$ cat config.mk
export PLATFORM = sky130hd
export DESIGN_NAME = ring_fifo_overwrite_peek
export DESIGN_NICKNAME = d
export VERILOG_FILES = /design/src/hdl/rfo_pkg.sv /design/src/hdl/rfo_ram.sv /design/src/hdl/ring_fifo_overwrite_peek.sv
export SDC_FILE = /design/constraint.sdc
export NUM_CORES = 1
export LEC_CHECK = 0
export BUFFER_PORTS_ARGS = -buffer_cell sky130_fd_sc_hd__buf_2
export CAP_MARGIN = 15
export CELL_PAD_IN_SITES_DETAIL_PLACEMENT = 1
export CELL_PAD_IN_SITES_GLOBAL_PLACEMENT = 1
export CORE_MARGIN = 4
export CORE_UTILIZATION = 40
export CTS_CLUSTER_SIZE = 28
export DETAILED_ROUTE_END_ITERATION = 8
export GPL_TIMING_DRIVEN = 0
export PLACE_DENSITY_LB_ADDON = 0.1
export SKIP_CTS_REPAIR_TIMING = 1
export SLEW_MARGIN = 20
export SYNTH_ARGS = -nofsm -noshare
export SYNTH_HDL_FRONTEND = slang
export SYNTH_SLANG_ARGS = --single-unit
$ cat constraint.sdc
create_clock -name clk -period 7.4 [get_ports clk]
set_input_delay 0.37 -clock clk [delete_from_list [all_inputs] [get_ports clk]]
set_output_delay 0.37 -clock clk [all_outputs]
set_load 0.01 [all_outputs]
$ cat src/hdl/rfo_pkg.sv
// Shared types, widths and helpers for the ring FIFO with overwrite and peek.
// No dependencies; used by the top level, the slot RAM users and the checker.
`default_nettype none
package rfo_pkg;

  localparam int DEPTH     = 16;
  localparam int ELEM_BITS = 32;

  localparam int PTR_W  = $clog2(DEPTH);
  localparam int LEN_W  = $clog2(DEPTH + 1);
  localparam int CFG_W  = 5;
  localparam int DATA_W = 32;
  localparam int CNT_W  = 4;
  localparam int OP_W   = 2;

  // in_tdata: data_in, force_req
  localparam int IN_BITS     = DATA_W + 1;
  localparam int IN_TDATA_W  = ((IN_BITS + 7) / 8) * 8;
  localparam int IN_FORCE_LSB = DATA_W;

  // out_tdata: status, data_out, dropped_oldest, used_count, free_count, is_empty
  localparam int OUT_STATUS_LSB  = 0;
  localparam int OUT_DATA_LSB    = 1;
  localparam int OUT_DROP_LSB    = OUT_DATA_LSB + DATA_W;
  localparam int OUT_USED_LSB    = OUT_DROP_LSB + 1;
  localparam int OUT_FREE_LSB    = OUT_USED_LSB + CNT_W;
  localparam int OUT_EMPTY_LSB   = OUT_FREE_LSB + CNT_W;
  localparam int OUT_BITS        = OUT_EMPTY_LSB + 1;
  localparam int OUT_TDATA_W     = ((OUT_BITS + 7) / 8) * 8;

  typedef enum logic [OP_W-1:0] {
    OP_ENQ  = 2'd0,
    OP_DEQ  = 2'd1,
    OP_PEEK = 2'd2,
    OP_CLR  = 2'd3
  } op_t;

  // Out-of-range lengths act as the nearest legal value.
  function automatic logic [LEN_W-1:0] clamp_len(input logic [CFG_W-1:0] v);
    logic [LEN_W-1:0] res;
    if (int'(v) < 2) res = LEN_W'(2);
    else if (int'(v) > DEPTH) res = LEN_W'(DEPTH);
    else res = LEN_W'(v);
    return res;
  endfunction

  // Step a ring index, wrapping by compare.
  function automatic logic [PTR_W-1:0] adv(input logic [PTR_W-1:0] idx,
                                           input logic [LEN_W-1:0] len);
    logic [LEN_W:0] inc;
    inc = {1'b0, LEN_W'(idx)} + (LEN_W+1)'(1);
    return (inc >= {1'b0, len}) ? '0 : PTR_W'(inc);
  endfunction

endpackage
`default_nettype wire

$ cat src/hdl/rfo_ram.sv
// Generic single-write, single-read RAM with registered read data.
// No dependencies; holds the ring slots.
`default_nettype none
module rfo_ram #(
  parameter int WIDTH = 32,
  parameter int DEPTH = 16
) (
  input  wire logic                     clk,
  input  wire logic                     we,
  input  wire logic [$clog2(DEPTH)-1:0] waddr,
  input  wire logic [WIDTH-1:0]         wdata,
  input  wire logic [$clog2(DEPTH)-1:0] raddr,
  output logic      [WIDTH-1:0]         rdata
);

  logic [WIDTH-1:0] mem [DEPTH];

  always_ff @(posedge clk) begin
    if (we) begin
      mem[waddr] <= wdata;
    end
    rdata <= mem[raddr];
  end

endmodule
`default_nettype wire

$ cat src/hdl/ring_fifo_overwrite_peek.sv
// Result: registered at the execute edge, after the request is captured at the input transfer.
// Requests: a new request is taken only while idle, once the previous one has executed; the
//   slot RAM's registered read sets the execute cycle, which also waits while a previous result is not yet taken.
// Reset (synchronous, rst_n low): indices zero, length 16, no result pending.
//   Slot contents are not cleared; a length write also empties the FIFO.
// Depends on rfo_pkg and rfo_ram.
`default_nettype none
module ring_fifo_overwrite_peek (
  input  wire logic                               clk,
  input  wire logic                               rst_n,
  // configuration: length_in_use
  input  wire logic                               cfg_valid,
  output logic                                    cfg_ready,
  input  wire logic [rfo_pkg::CFG_W-1:0]          cfg_data,
  // requests
  input  wire logic                               in_tvalid,
  output logic                                    in_tready,
  input  wire logic [rfo_pkg::IN_TDATA_W-1:0]     in_tdata,  // data_in, force_req, zero pad
  input  wire logic [rfo_pkg::OP_W-1:0]           in_tuser,  // func
  // results
  output logic                                    out_tvalid,
  input  wire logic                               out_tready,
  output logic [rfo_pkg::OUT_TDATA_W-1:0]         out_tdata  // status, data_out,
                                                             // dropped_oldest, used_count,
                                                             // free_count, is_empty, zero pad
);

  typedef enum logic {S_IDLE, S_EXEC} state_t;

  state_t                              state_r, state_nxt;
  logic [rfo_pkg::PTR_W-1:0]           wr_ptr_r, wr_ptr_nxt;
  logic [rfo_pkg::PTR_W-1:0]           rd_ptr_r, rd_ptr_nxt;
  logic [rfo_pkg::LEN_W-1:0]           len_r, len_nxt;
  logic                                out_tvalid_r, out_tvalid_nxt;
  logic [rfo_pkg::OUT_TDATA_W-1:0]     out_tdata_r, out_tdata_nxt;
  rfo_pkg::op_t                        op_r;
  logic [rfo_pkg::ELEM_BITS-1:0]       din_r;
  logic                                force_r;

  logic                                in_xfer, fire;
  logic                                ram_we;
  logic [rfo_pkg::ELEM_BITS-1:0]       ram_rdata;
  logic [rfo_pkg::PTR_W-1:0]           wr_adv;
  logic                                status;
  logic                                dropped;
  logic [rfo_pkg::DATA_W-1:0]          dout;
  logic [rfo_pkg::LEN_W-1:0]           used_full;
  logic [rfo_pkg::CNT_W-1:0]           used, freec;
  logic                                empty;

  assign cfg_ready  = 1'b1;
  assign in_tready  = (state_r == S_IDLE);
  assign in_xfer    = in_tvalid && in_tready;
  assign fire       = (state_r == S_EXEC) && (!out_tvalid_r || out_tready);
  assign out_tvalid = out_tvalid_r;
  assign out_tdata  = out_tdata_r;
  assign wr_adv     = rfo_pkg::adv(wr_ptr_r, len_r);

  rfo_ram #(
    .WIDTH (rfo_pkg::ELEM_BITS),
    .DEPTH (rfo_pkg::DEPTH)
  ) u_slots (
    .clk   (clk),
    .we    (ram_we),
    .waddr (wr_ptr_r),
    .wdata (din_r),
    .raddr (rd_ptr_r),
    .rdata (ram_rdata)
  );

  always_comb begin
    wr_ptr_nxt = wr_ptr_r;
    rd_ptr_nxt = rd_ptr_r;
    len_nxt    = len_r;
    status     = 1'b0;
    dropped    = 1'b0;
    dout       = '0;
    ram_we     = 1'b0;

    case (op_r)
      rfo_pkg::OP_ENQ: begin
        if (wr_adv == rd_ptr_r && !force_r) begin
          status = 1'b1;
        end else begin
          if (wr_adv == rd_ptr_r) begin
            rd_ptr_nxt = rfo_pkg::adv(rd_ptr_r, len_r);
            dropped    = 1'b1;
          end
          wr_ptr_nxt = wr_adv;
          ram_we     = fire;
        end
      end
      rfo_pkg::OP_DEQ, rfo_pkg::OP_PEEK: begin
        if (wr_ptr_r == rd_ptr_r) begin
          status = 1'b1;
        end else begin
          dout = rfo_pkg::DATA_W'(ram_rdata);
          if (op_r == rfo_pkg::OP_DEQ) begin
            rd_ptr_nxt = rfo_pkg::adv(rd_ptr_r, len_r);
          end
        end
      end
      default: begin
        wr_ptr_nxt = '0;
        rd_ptr_nxt = '0;
      end
    endcase

    // counts after the request
    if (wr_ptr_nxt >= rd_ptr_nxt) begin
      used_full = rfo_pkg::LEN_W'(wr_ptr_nxt) - rfo_pkg::LEN_W'(rd_ptr_nxt);
    end else begin
      used_full = rfo_pkg::LEN_W'(wr_ptr_nxt) + len_r - rfo_pkg::LEN_W'(rd_ptr_nxt);
    end
    used  = used_full[rfo_pkg::CNT_W-1:0];
    freec = rfo_pkg::CNT_W'(len_r - rfo_pkg::LEN_W'(1) - used_full);
    empty = (wr_ptr_nxt == rd_ptr_nxt);

    out_tdata_nxt = {(rfo_pkg::OUT_TDATA_W - rfo_pkg::OUT_BITS)'(0),
                     empty, freec, used, dropped, dout, status};

    if (!fire) begin
      wr_ptr_nxt = wr_ptr_r;
      rd_ptr_nxt = rd_ptr_r;
    end

    // length write empties the FIFO; the user must write it only while idle, as the block does not enforce this
    if (cfg_valid) begin
      len_nxt    = rfo_pkg::clamp_len(cfg_data);
      wr_ptr_nxt = '0;
      rd_ptr_nxt = '0;
    end

    case (state_r)
      S_IDLE:  state_nxt = in_xfer ? S_EXEC : S_IDLE;
      S_EXEC:  state_nxt = fire ? S_IDLE : S_EXEC;
      default: state_nxt = S_IDLE;
    endcase

    if (fire) begin
      out_tvalid_nxt = 1'b1;
    end else if (out_tready) begin
      out_tvalid_nxt = 1'b0;
    end else begin
      out_tvalid_nxt = out_tvalid_r;
    end
  end

  always_ff @(posedge clk) begin
    if (!rst_n) begin
      state_r      <= S_IDLE;
      wr_ptr_r     <= '0;
      rd_ptr_r     <= '0;
      len_r        <= rfo_pkg::LEN_W'(rfo_pkg::DEPTH);
      out_tvalid_r <= 1'b0;
    end else begin
      state_r      <= state_nxt;
      wr_ptr_r     <= wr_ptr_nxt;
      rd_ptr_r     <= rd_ptr_nxt;
      len_r        <= len_nxt;
      out_tvalid_r <= out_tvalid_nxt;
      if (fire) begin
        out_tdata_r <= out_tdata_nxt;
      end
      if (in_xfer) begin
        op_r    <= rfo_pkg::op_t'(in_tuser);
        din_r   <= rfo_pkg::ELEM_BITS'(in_tdata[rfo_pkg::DATA_W-1:0]);
        force_r <= in_tdata[rfo_pkg::IN_FORCE_LSB];
      end
    end
  end

endmodule
`default_nettype wire

* Yosys cells after proc, flatten, opt, wreduce, memory -nomap -nowiden
Memory sizes are Yosys's and may differ from the RTL's. A register that Yosys moved wholly into a read port is not among the register bits. Index checks and enable logic that the tools add are counted.
Cells by class: $add $sub $neg 7, magnitude comparators 5, equal/unequal tests 5, muxes and demuxes 25, bitwise logic cells 4, reduce and logical (&&, ||, !) cells 14
Operators by type and width (count):
- $mux 4 | 8
- $pmux 4 s2 | 2
- $eq 4x4->1 | 3
- $sub 4x4->4 | 3
- $mux 1 | 11
- $add 4x1->5 const B | 2
- $ge 5x5->1 | 2
- $mux 5 | 2
- $reduce_or 2->1 | 4
- $gt 5x5->1 const B | 1
- $lt 5x2->1 const B | 1
- $add 4x4->4 | 1
- $ge 4x4->1 | 1
- $not 1->1 | 4
- $pmux 1 s2 | 2
- $reduce_and 2->1 | 2
- $sub 4x1->4 const B | 1
- $logic_and 1x1->1 | 3
- $eq 2x1->1 const B | 1
- $eq 2x2->1 const B | 1
- $logic_not 1->1 | 2
- $logic_not 2->1 | 1
- $reduce_bool 2->1 | 1
- $logic_or 1x1->1 | 1
Word-level totals: register bits 93, memory bits (writable) 512, bits of input ports 52, output and inout bits 51, word-level logic and storage cells 72, memories 1
Memories:
- u_slots.mem | depth 16, bits a word 32, read ports 1, clocked after memory_dff 1, wr ports 1, line rfo_ram.sv:16 | logic [WIDTH-1:0] mem [DEPTH];

* Depth between registers and ports, before layout
Gate-level depths: netlist of the first run.
depth in word-level cells 11, mapped depth 24, depth with buffers taken out 23

* Hierarchy
Synthesis of the first run repeated with hierarchy kept, for this count alone.
Unflattened totals: cell total of the unflattened synthesis 1231, area, all modules 24502.2 sq um
Modules (own cells, without submodules):
- rfo_ram | instances 1, cells an instance 838, area an instance 19835.3 sq um, seq. area each 16015.4 sq um
- ring_fifo_overwrite_peek | instances 1, cells an instance 393, area an instance 4667.0 sq um, seq. area each 2642.5 sq um

* Least setup slack after synthesis of the first run
OpenSTA, ideal clock, no wires.
path kind reg-to-reg, start point reg wr_ptr_r[0] (netlist name), end point mem u_slots.mem[0][0], enable pin, library setup time 461 ps, data arrival time 4713 ps, data required time 6939 ps, setup slack 2226 ps, cell stages (with the launch flop) 14, buffers on the path 1, period minus slack after synthesis 5174 ps, path through dfxtp_1 > buf_4 > inv_2 > ha_1 > ha_1 > nand2_1 > o21a_1 > o21ai_0 > o32ai_2 > nand4b_1 > inv_1 > nor3_1 > nand2_1 > nor3_1
On the way: cells in the longest elaborated chain, start to end 9
RTL lines:
- start: declaration | line ring_fifo_overwrite_peek.sv:31 | logic [rfo_pkg::PTR_W-1:0] wr_ptr_r, wr_ptr_nxt;
- start signal: assignment | line ring_fifo_overwrite_peek.sv:158 | wr_ptr_r <= wr_ptr_nxt;
- $add 4x1->5 | line rfo_pkg.sv:51 | inc = {1'b0, LEN_W'(idx)} + (LEN_W+1)'(1);
- $ge 5x5->1 | line rfo_pkg.sv:52 | return (inc >= {1'b0, len}) ? '0 : PTR_W'(inc);
- $mux 4 | line rfo_pkg.sv:52
- $eq 4x4->1 | line ring_fifo_overwrite_peek.sv:82 | if (wr_adv == rd_ptr_r && !force_r) begin
- $logic_and 1x1->1 | line ring_fifo_overwrite_peek.sv:82
- $mux 1 | line ring_fifo_overwrite_peek.sv:82
- $mux 1 | line ring_fifo_overwrite_peek.sv:80 | case (op_r)
- $mux 1 | line rfo_ram.sv:19 | if (we) begin
- $mux 1 (implied by the code) | line rfo_ram.sv:20 | mem[waddr] <= wdata;
- end: declaration | line rfo_ram.sv:16
Several ways; a longest one is shown, not always the timed one.

* Worst setup path in the final report of the first run
start point reg wr_ptr_r[3] (netlist name), end point reg out_tdata_r, in the netlist out_tdata[41] (data pin)
On the way: cells in the longest elaborated chain, start to end 11, elaborated cells between the ends (all ways) 18, classes of those cells add/sub: 5; order compare: 2; eq/ne: 2; mux: 8; reduce/logical: 1
RTL lines:
- $add 4x1->5 | line rfo_pkg.sv:51
- $ge 5x5->1 | line rfo_pkg.sv:52
- $mux 4 | line rfo_pkg.sv:52
- $eq 4x4->1 | line ring_fifo_overwrite_peek.sv:82, ring_fifo_overwrite_peek.sv:85
- $logic_and 1x1->1 | line ring_fifo_overwrite_peek.sv:82
- $mux 4 | line ring_fifo_overwrite_peek.sv:82
- $pmux 4 s2 | line ring_fifo_overwrite_peek.sv:80
- $add 4x4->4 | line ring_fifo_overwrite_peek.sv:113 | used_full = rfo_pkg::LEN_W'(wr_ptr_nxt) + len_r - rfo_pkg::LEN_W'(rd_ptr_nxt);
- $sub 4x4->4 | line ring_fifo_overwrite_peek.sv:113
- $mux 4 (*) | line ring_fifo_overwrite_peek.sv:110 | if (wr_ptr_nxt >= rd_ptr_nxt) begin
- $sub 4x4->4 (*) | line ring_fifo_overwrite_peek.sv:116 | freec = rfo_pkg::CNT_W'(len_r - rfo_pkg::LEN_W'(1) - used_full);
- named net freec, one bit | line ring_fifo_overwrite_peek.sv:48 | logic [rfo_pkg::CNT_W-1:0] used, freec;
- end signal: assignment | line ring_fifo_overwrite_peek.sv:163 | out_tdata_r <= out_tdata_nxt;
- end: declaration | line ring_fifo_overwrite_peek.sv:35 | logic [rfo_pkg::OUT_TDATA_W-1:0] out_tdata_r, out_tdata_nxt;
The timed path passes the listed nets; every way through them passes the cells marked *. A chain may end at the register's enable or synchronous reset.

==> results of run 1 <==
[worst max-delay path by stage]
stage           startpoint            endpoint  slack [ns]  cells after the start
2_1_floorplan  wr_ptr_r[0]   u_slots.mem[0][0]        2.23                     13
3_3_place_gp   wr_ptr_r[0]  u_slots.mem[0][10]       -1.44                     13
3_5_place_dp   rd_ptr_r[2]       out_tdata[41]        1.25                     20
4_1_cts        wr_ptr_r[3]       out_tdata[41]        1.24                     21
5_1_grt        wr_ptr_r[3]       out_tdata[41]        0.82                     21
6_report       wr_ptr_r[3]       out_tdata[41]        1.32                     21
[flip-flops by register name, indices dropped and copies added, names as in the netlist]
| name | count |
|---|---|
| u_slots.mem | 512 |
| out_tdata | 43 |
| din_r | 32 |
| u_slots.rdata | 32 |
| len_r | 5 |
| rd_ptr_r | 4 |
| wr_ptr_r | 4 |
| op_r | 2 |
| force_r | 1 |
| out_tvalid | 1 |
| state_r | 1 |
[per-layer routing]
metal | share of wire (%) | wire length (um)
met5 | 0 | 0
met3 | 3.8 | 2320
met1 | 43 | 25900
met4 | 1.9 | 1150
met2 | 51 | 31100
[cells in the final DEF, fill, tap and decap left out, types with 14 or more instances in the layout]
master / n
dfxtp_1: 47
clkbuf_16: 71
ha_1: 28
edfxtp_1: 590
and3_1: 36
inv_1: 27
buf_16: 24
xnor2_1: 14
mux4_2: 160
buf_2: 103
clkbuf_1: 50
a21oi_1: 18
nand2_1: 26
buf_4: 25
dlygate4sd3_1: 35
[logic make-up after synthesis]
family	Yosys count	share of synthesized area, %
buffers and inverters	83	1.40
DFF	637	76.6
adders and majority gates	33	1.81
xor gates and xnor gates	21	0.843
muxes	164	15.0
other	2	0.0308
AOI/OAI and AO/OA	59	1.70
and+or+nand+nor	121	2.65
[cell type report]
class	instances	area, um^2	share of cell area, %
clock inverters	26	304	1.03
inverters	28	105	0.357
well taps	782	978	3.33
plain buffers	55	253	0.859
multi-input cells	404	5490	18.7
clock buffers	100	1960	6.65
flip-flops and latches	637	18700	63.4
repair buffers	171	1670	5.67
[power by group through the flow]
stage          Combinational, W  Clock [W]  Sequential [W]
5_1_grt                0.000178    0.00370         0.00399
4_1_cts                0.000152    0.00354         0.00399
3_3_place_gp           0.000143          0         0.00407
3_5_place_dp           0.000151          0         0.00407
6_report               0.000161    0.00345         0.00399
2_1_floorplan         0.0000761          0         0.00406
[critical path, delay by kind of cell, from the launching register on]
kind / cells / cell delay [ns]
DFF: 1 / 0.48
and+or+nand+nor: 4 / 1.00
xor gates and xnor gates: 2 / 0.25
adders and majority gates: 4 / 1.30
AOI/OAI and AO/OA: 9 / 2.21
buffers and inverters: 2 / 0.59
[per-stage QoR]
stage                     instance area [um^2]  std cells  util (%)
after global routing                     29400       2203      48.7
after detailed placement                 26800       2042      44.4
after global placement                   25800       1995      42.7
final                                    29400       2203      48.7
after CTS                                29100       2168      48.1
after floorplan                          24400       1124         -
==> impl_results.html, run 1 <==
<table>
<tr><th>Metric</th><th>Value</th></tr>
<tr><th colspan="2">Floorplanning</th></tr>
<tr><td>Chip height</td><td>between 200 and 300 um</td></tr>
<tr><td>Number of top-level pins</td><td>103</td></tr>
<tr><td>Die Area</td><td>between 0.06 and 0.07 mm^2</td></tr>
<tr><td>Initial Util</td><td>40.4%</td></tr>
<tr><td>Number of placement rows</td><td>90</td></tr>
<tr><td>Chip width</td><td>255 um</td></tr>
<tr><td>Area of the core</td><td>just over 0.06 mm^2</td></tr>
<tr><th colspan="2">Timing</th></tr>
<tr><td>Setup repair after global routing missed its margin</td><td>no</td></tr>
<tr><td>Max-slew headroom at the worst pin</td><td>between 20% and 30%</td></tr>
<tr><td>Post-Route Setup TNS</td><td>0 ns</td></tr>
<tr><td>Actual transition at the worst max-transition pin</td><td>around 1.1 ns</td></tr>
<tr><td>Period utilization</td><td>82.2%</td></tr>
<tr><td>Least setup slack across all paths after layout</td><td>1.32 ns</td></tr>
<tr><td>Worst hold margin</td><td>0.0327 ns</td></tr>
<tr><td>Max-slew violation count</td><td>0</td></tr>
<tr><td>Worst clock skew</td><td>0.0237 ns</td></tr>
<tr><td>Count of final hold-check violations</td><td>0</td></tr>
<tr><td>Minimum period implied by the final worst setup slack</td><td>6.08 ns</td></tr>
<tr><td>Final setup violation count</td><td>0</td></tr>
<tr><td>Maximum achievable frequency</td><td>0.164 GHz</td></tr>
<tr><th colspan="2">Detailed routing</th></tr>
<tr><td>Number of search-and-repair iterations in the first detailed-routing pass</td><td>4</td></tr>
<tr><td>WL/cell</td><td>27.4 um</td></tr>
<tr><td>Final routed wirelength across all metal layers</td><td>60.4 mm</td></tr>
<tr><td>Count of routing violations after the opening detailed-route iteration</td><td>931</td></tr>
<tr><td>Number of nets with antenna violations after detailed routing</td><td>0</td></tr>
<tr><td>DRC violation count after routing</td><td>0</td></tr>
<tr><td>Routed via count</td><td>11.8k</td></tr>
<tr><td>Via density per instance</td><td>5.34</td></tr>
<tr><th colspan="2">Placed design</th></tr>
<tr><td>Detailed-placement wirelength estimate</td><td>40.0 mm</td></tr>
<tr><td>Final RePlAce weighted congestion</td><td>0.736</td></tr>
<tr><td>Worst slack after detailed placement</td><td>1.25 ns</td></tr>
<tr><td>IO Port Bufs</td><td>89</td></tr>
<tr><th colspan="2">Layout</th></tr>
<tr><td>Area growth from synthesis to layout</td><td>20.8%</td></tr>
<tr><td>Share of final-layout standard cells stronger than drive strength 1</td><td>31.4%</td></tr>
<tr><td>Fillers</td><td>5432</td></tr>
<tr><td>Antenna fix cells</td><td>0</td></tr>
<tr><td>Final-stage net count</td><td>1450</td></tr>
<tr><th colspan="2">Power and ir drop</th></tr>
<tr><td>Sw frac</td><td>about a fifth</td></tr>
<tr><td>Pwr/cell area</td><td>approximately 260 mW/mm^2</td></tr>
<tr><td>Tot Pwr</td><td>0.00760 W</td></tr>
<tr><td>Largest voltage drop on the vdd net</td><td>approximately 0.19 mV</td></tr>
<tr><td>Part of the power in combinational logic</td><td>2.1%</td></tr>
<tr><td>P_sw</td><td>0.00152 W</td></tr>
<tr><td>Clock network power share</td><td>45.4%</td></tr>
<tr><td>LEAKAGE</td><td>9.62 nW</td></tr>
<tr><td>Flop pwr share</td><td>52.5%</td></tr>
<tr><td>Internal power component</td><td>0.00608 W</td></tr>
<tr><th colspan="2">GRT</th></tr>
<tr><td>Most used routing layer</td><td>met2</td></tr>
<tr><td>Number of antenna violations at the first check in global routing</td><td>0</td></tr>
<tr><td>Largest net degree at the start of global routing</td><td>33</td></tr>
<tr><td>Met3 usage</td><td>3.03%</td></tr>
<tr><td>Routing usage on met1</td><td>25.5%</td></tr>
<tr><td>Met2 GRT Util</td><td>32.4%</td></tr>
<tr><td>Global-route wire length before repair</td><td>87.6 mm</td></tr>
<tr><td>Number of global-route vias before repair</td><td>~13k</td></tr>
<tr><td>All-Layer GR Usage</td><td>about a fifth</td></tr>
<tr><td>Residual overflow from global routing</td><td>0</td></tr>
<tr><th colspan="2">Critical path</th></tr>
<tr><td>Nature of the critical path startpoint</td><td>flip-flop</td></tr>
<tr><td>Largest fanout on the critical path</td><td>10</td></tr>
<tr><td>Cells along the critical path</td><td>clkbuf_1 -&gt; and3_1 -&gt; ha_1 -&gt; a21oi_1 -&gt; o21ai_0 -&gt; o32ai_2 -&gt; nand4b_1 -&gt; a21oi_2 -&gt; a22oi_1 -&gt; nor2_1 -&gt; inv_1 -&gt; fa_1 -&gt; a21o_1 -&gt; a211o_1 -&gt; nand2_1 -&gt; o21ai_0 -&gt; ha_1 -&gt; maj3_1 -&gt; a21oi_1 -&gt; xnor2_1 -&gt; xnor2_1</td></tr>
<tr><td>Required time of the worst setup path</td><td>just under 8 ns</td></tr>
<tr><td>Slowest Stage Delay on Critical Path</td><td>0.48 ns</td></tr>
<tr><td>Arr. time, crit path</td><td>6.43 ns</td></tr>
<tr><td>Slowest CP cell</td><td>dfxtp_1</td></tr>
<tr><td>Number of cells on the worst reg-to-reg path</td><td>21</td></tr>
<tr><td>Terminus of the critical flop-to-flop path</td><td>out_tdata[41]</td></tr>
<tr><td>Start of the worst register-to-register path</td><td>wr_ptr_r[3]</td></tr>
<tr><td>Setup slack of the most critical reg-to-reg path</td><td>1.32 ns</td></tr>
<tr><td>CP Capture Type</td><td>flip-flop</td></tr>
<tr><td>CP Class</td><td>flip-flop to flip-flop</td></tr>
<tr><th colspan="2">Clocking</th></tr>
<tr><td>Total CTS buffers</td><td>between 60 and 70</td></tr>
<tr><td>Latest clock arrival within the worst-skew pair</td><td>0.60 ns</td></tr>
<tr><td>Worst-path clk slew</td><td>0.06 ns</td></tr>
<tr><td>H-tree depth</td><td>3</td></tr>
<tr><td>CTS tree</td><td>built</td></tr>
<tr><td>Maximum root-to-sink buffer count</td><td>3</td></tr>
<tr><td>Number of clock sinks</td><td>637</td></tr>
<tr><td>Clock root buffer</td><td>clkbuf_16</td></tr>
<tr><th colspan="2">Run</th></tr>
<tr><td>Max_cap viols</td><td>0</td></tr>
<tr><th colspan="2">Synthesis</th></tr>
<tr><td>Yosys top cell area share</td><td>72.7%</td></tr>
<tr><td>Predominant post-synthesis flop cell</td><td>edfxtp_1</td></tr>
<tr><td>Number of unique standard cell types used by synthesis</td><td>56</td></tr>
<tr><td>Top cell type by total area after synthesis</td><td>edfxtp_1</td></tr>
<tr><td>Post-Syn Area</td><td>0.0244 mm^2</td></tr>
<tr><td>Mapped Cells</td><td>1120</td></tr>
<tr><td>Flip-flop and latch count after synthesis</td><td>roughly 640</td></tr>
<tr><td>Most frequent cell after synthesis</td><td>edfxtp_1</td></tr>
<tr><td>Number of enable flip-flop cells after synthesis</td><td>590</td></tr>
<tr><td>Sequential cell area fraction in the yosys report</td><td>between 70% and 80%</td></tr>
<tr><td>Mean instance size in the synthesized netlist</td><td>21.7 um^2</td></tr>
<tr><td>Most numerous cell types in the synthesized netlist</td><td>edfxtp_1 (590), mux4_2 (160), dfxtp_1 (47)</td></tr>
<tr><td>Proportion of register bits with asynchronous set or reset after synthesis</td><td>0%</td></tr>
<tr><td>Total number of yosys warnings</td><td>0</td></tr>
<tr><td>Cell types with the largest area share after synthesis</td><td>edfxtp_1 (73%), mux4_2 (15%), dfxtp_1 (3.9%)</td></tr>
<tr><th colspan="2">Hold path</th></tr>
<tr><td>Hold worst-path end</td><td>len_r[1]</td></tr>
<tr><td>Type of the worst min-delay path</td><td>input port to flip-flop</td></tr>
<tr><td>Worst Min Path Start</td><td>cfg_valid</td></tr>
<tr><td>Number of cells traversed by the worst hold path</td><td>2</td></tr>
<tr><th colspan="2">Outcome</th></tr>
<tr><td>Run status</td><td>complete, no violations</td></tr>
</table>
Power figures use the tool's default switching activity.
==> inputs of run 2 (changes only) <==
Clock period 7.4 ns to 6.11 ns, I/O delays scaled along.
==> run 2 against run 1 <==
Against the previous run: the run now ends with negative hold slack left; count of clock-buffer cells in the layout unchanged; total power increased by 21%; die area unchanged; setup slack got worse by 0.99 ns; sequential share of layout area fell by 0.17 points; utilization increased by 0.14 points; fmax is 5.3% higher; largest cell class unchanged.
==> impl_results.html, run 2 (synthesis results as in run 1) <==
<table>
<tr><th>Metric</th><th>Value</th></tr>
<tr><th colspan="2">Critical path</th></tr>
<tr><td>Number of cells on the worst reg-to-reg path</td><td>23</td></tr>
<tr><td>Nature of the critical path startpoint</td><td>flip-flop</td></tr>
<tr><td>Arr. time, crit path</td><td>approximately 6.1 ns</td></tr>
<tr><td>CP Class</td><td>flip-flop to flip-flop</td></tr>
<tr><td>CP Capture Type</td><td>flip-flop</td></tr>
<tr><td>Largest fanout on the critical path</td><td>6</td></tr>
<tr><td>Required time of the worst setup path</td><td>6.45 ns</td></tr>
<tr><th colspan="2">Layout</th></tr>
<tr><td>Register name with the most flops</td><td>u_slots.mem</td></tr>
<tr><td>Share of final-layout standard cells stronger than drive strength 1</td><td>32.1%</td></tr>
<tr><td>Finished Core Util</td><td>48.9%</td></tr>
<tr><td>Area of the multi-input gates</td><td>between 0.005 and 0.006 mm^2</td></tr>
<tr><td>Fillers</td><td>5430</td></tr>
<tr><td>Final-stage net count</td><td>1456</td></tr>
<tr><td>FF/Latch Area</td><td>approximately 0.019 mm^2</td></tr>
<tr><td>Antenna fix cells</td><td>0</td></tr>
<tr><td>Flip-flop count of the largest register after layout</td><td>512</td></tr>
<tr><td>Most used cells in the layout excluding fill and tap cells</td><td>edfxtp_1 (590), mux4_2 (160), buf_2 (103)</td></tr>
<tr><td>Most frequent standard cell in the layout excluding fill and tap cells</td><td>edfxtp_1</td></tr>
<tr><td>Area growth from synthesis to layout</td><td>21.1%</td></tr>
<tr><th colspan="2">Detailed routing</th></tr>
<tr><td>Number of search-and-repair iterations in the first detailed-routing pass</td><td>4</td></tr>
<tr><td>Routed via count</td><td>11.8k</td></tr>
<tr><td>Number of nets with antenna violations after detailed routing</td><td>0</td></tr>
<tr><td>Via density per instance</td><td>5.34</td></tr>
<tr><td>Count of routing violations after the opening detailed-route iteration</td><td>903</td></tr>
<tr><td>DRC violation count after routing</td><td>0</td></tr>
<tr><td>Final routed wirelength across all metal layers</td><td>60.4 mm</td></tr>
<tr><td>WL/cell</td><td>~27 um</td></tr>
<tr><th colspan="2">Hold path</th></tr>
<tr><td>Number of cells traversed by the worst hold path</td><td>3</td></tr>
<tr><td>Type of the worst min-delay path</td><td>input port to flip-flop</td></tr>
<tr><th colspan="2">Floorplanning</th></tr>
<tr><td>Area of the core</td><td>0.0604 mm^2</td></tr>
<tr><td>Initial Util</td><td>40.4%</td></tr>
<tr><td>Number of top-level pins</td><td>103</td></tr>
<tr><td>Chip width</td><td>255 um</td></tr>
<tr><td>Number of placement rows</td><td>90</td></tr>
<tr><td>Die Area</td><td>0.0649 mm^2</td></tr>
<tr><td>Chip height</td><td>about 250 um</td></tr>
<tr><th colspan="2">Clocking</th></tr>
<tr><td>Latest clock arrival within the worst-skew pair</td><td>0.60 ns</td></tr>
<tr><td>Clock root buffer</td><td>clkbuf_16</td></tr>
<tr><td>CTS tree</td><td>built</td></tr>
<tr><td>Worst-path clk slew</td><td>0.06 ns</td></tr>
<tr><td>Total CTS buffers</td><td>between 60 and 70</td></tr>
<tr><td>H-tree depth</td><td>3</td></tr>
<tr><td>Maximum root-to-sink buffer count</td><td>3</td></tr>
<tr><td>Number of clock sinks</td><td>637</td></tr>
<tr><th colspan="2">Timing</th></tr>
<tr><td>Max-slew headroom at the worst pin</td><td>28.5%</td></tr>
<tr><td>Worst hold margin</td><td>-0.0221 ns</td></tr>
<tr><td>Period utilization</td><td>94.6%</td></tr>
<tr><td>Final setup violation count</td><td>0</td></tr>
<tr><td>Count of final hold-check violations</td><td>1</td></tr>
<tr><td>Actual transition at the worst max-transition pin</td><td>1.07 ns</td></tr>
<tr><td>Maximum achievable frequency</td><td>0.173 GHz</td></tr>
<tr><td>Post-Route Setup TNS</td><td>0 ns</td></tr>
<tr><td>Worst clock skew</td><td>0.0235 ns</td></tr>
<tr><td>Max-slew violation count</td><td>0</td></tr>
<tr><td>Setup repair after global routing missed its margin</td><td>no</td></tr>
<tr><td>Minimum period implied by the final worst setup slack</td><td>5.78 ns</td></tr>
<tr><th colspan="2">Outcome</th></tr>
<tr><td>Violated checks</td><td>negative hold slack</td></tr>
<tr><td>Run status</td><td>complete, but fails checks</td></tr>
<tr><th colspan="2">Power and ir drop</th></tr>
<tr><td>Flop pwr share</td><td>between 50% and 60%</td></tr>
<tr><td>Largest voltage drop on the vdd net</td><td>around 0.23 mV</td></tr>
<tr><td>Internal power component</td><td>roughly 0.0074 W</td></tr>
<tr><td>Sw frac</td><td>20.0%</td></tr>
<tr><td>Pwr/cell area</td><td>a little over 300 mW/mm^2</td></tr>
<tr><td>Part of the power in combinational logic</td><td>2.2%</td></tr>
<tr><td>P_sw</td><td>0.00184 W</td></tr>
<tr><td>LEAKAGE</td><td>9.66 nW</td></tr>
<tr><td>Clock network power share</td><td>45.3%</td></tr>
<tr><th colspan="2">GRT</th></tr>
<tr><td>Most used routing layer</td><td>met2</td></tr>
<tr><td>Number of global-route vias before repair</td><td>12.6k</td></tr>
<tr><td>Routing usage on met1</td><td>25.5%</td></tr>
<tr><td>Largest net degree at the start of global routing</td><td>33</td></tr>
<tr><td>Residual overflow from global routing</td><td>0</td></tr>
<tr><td>Met3 usage</td><td>3.03%</td></tr>
<tr><td>All-Layer GR Usage</td><td>18.9%</td></tr>
<tr><td>Number of antenna violations at the first check in global routing</td><td>0</td></tr>
<tr><td>Global-route wire length before repair</td><td>just under 90 mm</td></tr>
<tr><td>Met2 GRT Util</td><td>32.4%</td></tr>
<tr><th colspan="2">Placed design</th></tr>
<tr><td>Final RePlAce weighted congestion</td><td>0.736</td></tr>
<tr><td>IO Port Bufs</td><td>89</td></tr>
<tr><td>Detailed-placement wirelength estimate</td><td>40.0 mm</td></tr>
<tr><th colspan="2">Run</th></tr>
<tr><td>Max_cap viols</td><td>0</td></tr>
</table>
run 2: cell types whose count changed in the layout (fill, tap and decap cells not counted), sizes merged:
cell,change
clkdlybuf4s15,+1
dlygate4sd3,+2
buf,+3
run 2: final cells by class:
cell class	count	area share [%]
well taps	782	3.32
clock inverters	26	1.03
repair buffers	177	5.83
clock buffers	100	6.63
multi-input cells	404	18.7
inverters	28	0.356
flip-flops and latches	637	63.3
plain buffers	55	0.891
run 2: final timing paths:
path / endpoint / from / slack (ns)
setup / recovery: out_tdata[41] / wr_ptr_r[0] / 0.33
hold / removal: state_r / in_tvalid / -0.02
setup reg to reg: out_tdata[41] / wr_ptr_r[0] / 0.33
hold reg to reg: len_r[4] / len_r[4] / 0.53
run 2: routing by layer:
metal	wire length, um	part of all wire [%]
met1	26100	43
met2	31100	51
met3	2110	3.5
met4	1120	1.9
met5	0	0
run 2: critical path: stages, from the launching register on:
cell      delay [ns]
dfxtp_2         0.40
buf_4           0.19
inv_2           0.07
ha_1            0.39
ha_1            0.31
nand2_1         0.06
o21a_1          0.20
o21ai_0         0.36
o32ai_2         0.18
nand4b_1        0.22
buf_4           0.15
nor4b_1         0.23
o21ai_0         0.15
a21oi_1         0.38
ha_1            0.37
and4_1          0.24
a211o_1         0.38
nand2_1         0.10
o21ai_0         0.14
ha_1            0.23
maj3_1          0.33
a21oi_1         0.18
xnor2_1         0.16
xnor2_1         0.09
run 2: power by group through the flow:
stage                     clock network [W]  registers, W  logic [W]
final                               0.00417       0.00483   0.000198
after global routing                0.00448       0.00484   0.000219
after CTS                           0.00429       0.00483   0.000184
after detailed placement                  0       0.00493   0.000183
after global placement                    0       0.00492   0.000174
after floorplan                           0       0.00491  0.0000922
run 2: stage by stage:
step                      instances  power, W  setup WS, ns  area, um^2
after floorplan                1124   0.00501         0.936       24400
after global placement         1995   0.00510         -2.73       25800
after detailed placement       2042   0.00511       -0.0372       26800
after CTS                      2168   0.00930       -0.0479       29100
after global routing           2209   0.00953       0.00153       29500
final                          2209   0.00920         0.333       29500
